===== config.mk =====
export PLATFORM = sky130hd
export DESIGN_NAME = rfe_delay
export DESIGN_NICKNAME = d
export VERILOG_FILES = /design/src/rfe_delay.sv
export SDC_FILE = /design/constraint.sdc
export NUM_CORES = 1
export LEC_CHECK = 0
export BUFFER_PORTS_ARGS = -buffer_cell sky130_fd_sc_hd__buf_2
export CELL_PAD_IN_SITES_DETAIL_PLACEMENT = 2
export CELL_PAD_IN_SITES_GLOBAL_PLACEMENT = 2
export CORE_UTILIZATION = 28
export CTS_CLUSTER_DIAMETER = 40
export DETAILED_ROUTE_END_ITERATION = 10
export GPL_TIMING_DRIVEN = 0
export PLACE_DENSITY = 0.83
export SKIP_CTS_REPAIR_TIMING = 1
export SYNTH_ARGS = -nofsm -noshare
export SYNTH_HDL_FRONTEND = slang
export SYNTH_SLANG_ARGS = --single-unit

===== constraint.sdc =====
create_clock -name aclk -period 0.95 [get_ports aclk]
set_input_delay 0.095 -clock aclk [delete_from_list [all_inputs] [get_ports aclk]]
set_output_delay 0.095 -clock aclk [all_outputs]
set_load 0.005 [all_outputs]

===== src/rfe_delay.sv =====
// payload delay line advancing with the pipeline enable
module rfe_delay #(
    parameter int W     = 33,
    parameter int DEPTH = 1
) (
    input  logic         aclk,
    input  logic         en,
    input  logic [W-1:0] din,
    output logic [W-1:0] dout
);
    logic [W-1:0] sr_reg [0:DEPTH-1];

    always_ff @(posedge aclk) begin
        if (en) begin
            sr_reg[0] <= din;
            for (int i = 1; i < DEPTH; i++) begin
                sr_reg[i] <= sr_reg[i-1];
            end
        end
    end

    assign dout = sr_reg[DEPTH-1];
endmodule


# Yosys cells after proc, flatten, opt, wreduce, memory -nomap -nowiden
# Memory sizes are Yosys's and may differ from the RTL's.
# Cells that the tools add are included.
# classes
n_mux	2
# ops
cell	n
1-bit two-way mux	2
# word_totals
mem_count	1
regBits	0
inputBits	35
elab_cells	3
ram_bits	33
# mem_list
memory	words	word_bits	read_ports	rd_clocked_by_memory_dff	wr	line_no	rtl
sr_reg	1	33	1	0	1	11	logic [W-1:0] sr_reg [0:DEPTH-1];

# Longest topological paths before layout
# logic_depth
depth_word	2
depth_mapped	0

# Least setup slack after synthesis
# Ideal clock, no wire load.
# synth_path
path_type	register to output
start	memory sr_reg[0][0]
end	output port dout[0]
setup_slack_ps	500
required_ps	855
stages_incl_launch_ff	1
arrival_time_ps	355
n_path_buf	0
path_cell_list	edfxtp_1
# synth_via
elab_chain_len	1
# synth_lines
element	line_no	rtl
start: declaration	11	
memory read 1 x 33 bit	n/a	
end: declaration	9	output logic [W-1:0] dout
# Every way passes these cells.

# Worst setup path after layout
# layout_path
start	memory sr_reg[0][19]
end	output port dout[19]
# The elaborated chain is that of the path after synthesis.

==> qor.yml <==
outcome:
  status: "finished, violations left"
  violations: "setup timing"
final_layout:
  fillers: 357
  multi_input_area_um2: 0
  largest_reg_flops: 33
  nNetsFinal: 175
  diodes: 0
  layout-area-overhead-vs-synth_pct: 77.9
  drive_gt1_share_pct: 51.1
  multi_input_comb_cells: 0
  design_area_mm2: 0.00176
worst_hold_path:
  min_to: "sr_reg[0][6]"
  hold_path.class: "primary input to register"
  holdPathStages: 1
  hold_start: "en"
detailed_routing:
  wl_per_cell_um: 17.1
  drtAntennaViolNets: 0
  detail_route.first_pass.iterations: 2
  drc: 0
  vias_per_cell: 4.11
  first_iter_violations: 10
  routed_wl_mm: 3.20
  routed-via-count: 768
sta:
  rsz0062_at_grt: "true"
  final_max_slew_viol_count: 0
  fmax_mhz: 1030
  fin_crit_ns: 0.973
  relSlewSlack_pct: 50.3
  tns_ns: -0.104
  tightest_slew_ns: 0.746
  setup_violations: 8
  finalHoldViolCount: 0
  fin_ws_ns: -0.0226
  post-route-period-util_pct: 102
  holdWs_ns: 0.382
grt:
  gr-total-overflow: 0
  met1_usage_pct: 11.3
  busiest_layer: "met2"
  grt_max_degree: 34
  grtUsageMet2_pct: 20.4
  globalRouteTotalUtil_pct: 11.8
  grt_pass1_vias: 654
  antenna_found_initial: 0
  grt_pass1_wl_mm: 2.88
  grt_use_met3_pct: 4.83
place:
  dp_slack_ns: -0.112
  dpl_cell_area_mm2: 0.00138
  io_buffers: 67
  gp_congestion: 0.658
synth:
  synthTopCellsByCount: "edfxtp_1 (33)"
  netlist.area_leader.share_pct: 100
  synth_cells: 33
  syn_area_um2: 991
  async_flop_share_pct: 0
  synth-seq-area-share_pct: 100
  ys_ff_latch: 33
  ys_warn_count: 0
  yosys_most_used_dff: "edfxtp_1"
  yosysTopAreaCell: "edfxtp_1"
  syn-mean-instance-area_um2: 30.0
  synth_nets: 68
  ys_types: 1
  synth_area_leaders: "edfxtp_1 (100%)"
  synth.most_common_cell: "edfxtp_1"
  synth_edf_count: 33
clocking:
  htree_num_levels: 2
  cts.clk_slew.worst_paths_ns: 0.10
  cts_tree: "built"
  clockBufferDepth: 2
  cts_root_buf: "clkbuf_4"
  cts_buffers: 5
  clkSinkCount: 33
die:
  die_h_um: 61.5
  core_mm2: 0.00336
  initial_core_util_pct: 29.5
  pin_count: 68
  dieArea_mm2: 0.00378
  rows: 21
  die_w_um: 61.5
setup_path:
  cp_top_family: "flip-flops"
  crit_path_start: "sr_reg[0][19]"
  path_cells: "buf_2"
  arrival_ns: 0.88
  slowest_delay_ns: 0.40
  cp-end-kind: "primary output"
  critPathBufInv: 1
  critical_path_class: "register to primary output"
  crit_fanout: 1
  critPathSlowestCell: "edfxtp_1"
  start_kind: "register"
  crit_required_ns: 0.85
pwr:
  vdd_drop_max_v: 0.000921
  total_power_mw: 2.85
  leakage_nw: 0.751
  p_per_area_mw_per_mm2: 1620
flow_run:
  cap_violations: 0
[through the flow]
stage	cells	utilization, %
detailed placement	146	41.1
finish	187	52.4
global route	187	52.4
floorplan	33	-
CTS	154	42.6
global placement	146	41.1
[cell usage in the layout (no fill, tap or decap)]
master,instances
buf_2,67
dlygate4sd3_1,33
edfxtp_1,33
clkbuf_4,5
clkbuf_1,3
[metal layers]
metal | wire [µm] | vias to the layer above
met5 | 0 | -
met4 | 48 | 0
met3 | 211 | 4
met2 | 1820 | 42
met1 | 1120 | 375
li1 | - | 347
[final cells by class]
cell class	count	area, µm²	share of cell area [%]
timing repair buffer	100	666	37.8
sequential	33	991	56.2
clock buffer	8	48.8	2.77
tap	46	57.6	3.26
[how the worst max path moves through the flow]
stage	to	slack, ns	depth (start not counted)
after floorplan	dout[0]	0.50	0
after global placement	sr_reg[0][29]	-0.05	1
after detailed placement	sr_reg[0][8]	-0.11	1
after CTS	dout[17]	-0.04	1
after global routing	dout[24]	-0.07	1
final	dout[19]	-0.02	1
[where the power goes]
| group | total, mW | internal, mW | switching, mW |
|---|---|---|---|
| logic | 0.342 | 0.207 | 0.136 |
| registers | 1.76 | 1.73 | 0.0343 |
| clock network | 0.745 | 0.295 | 0.450 |
[cells by family after synthesis]
| kind of cell | after synthesis | share of synthesized area (%) |
|---|---|---|
| DFF | 33 | 100 |
Power figures use the tool's default switching activity.
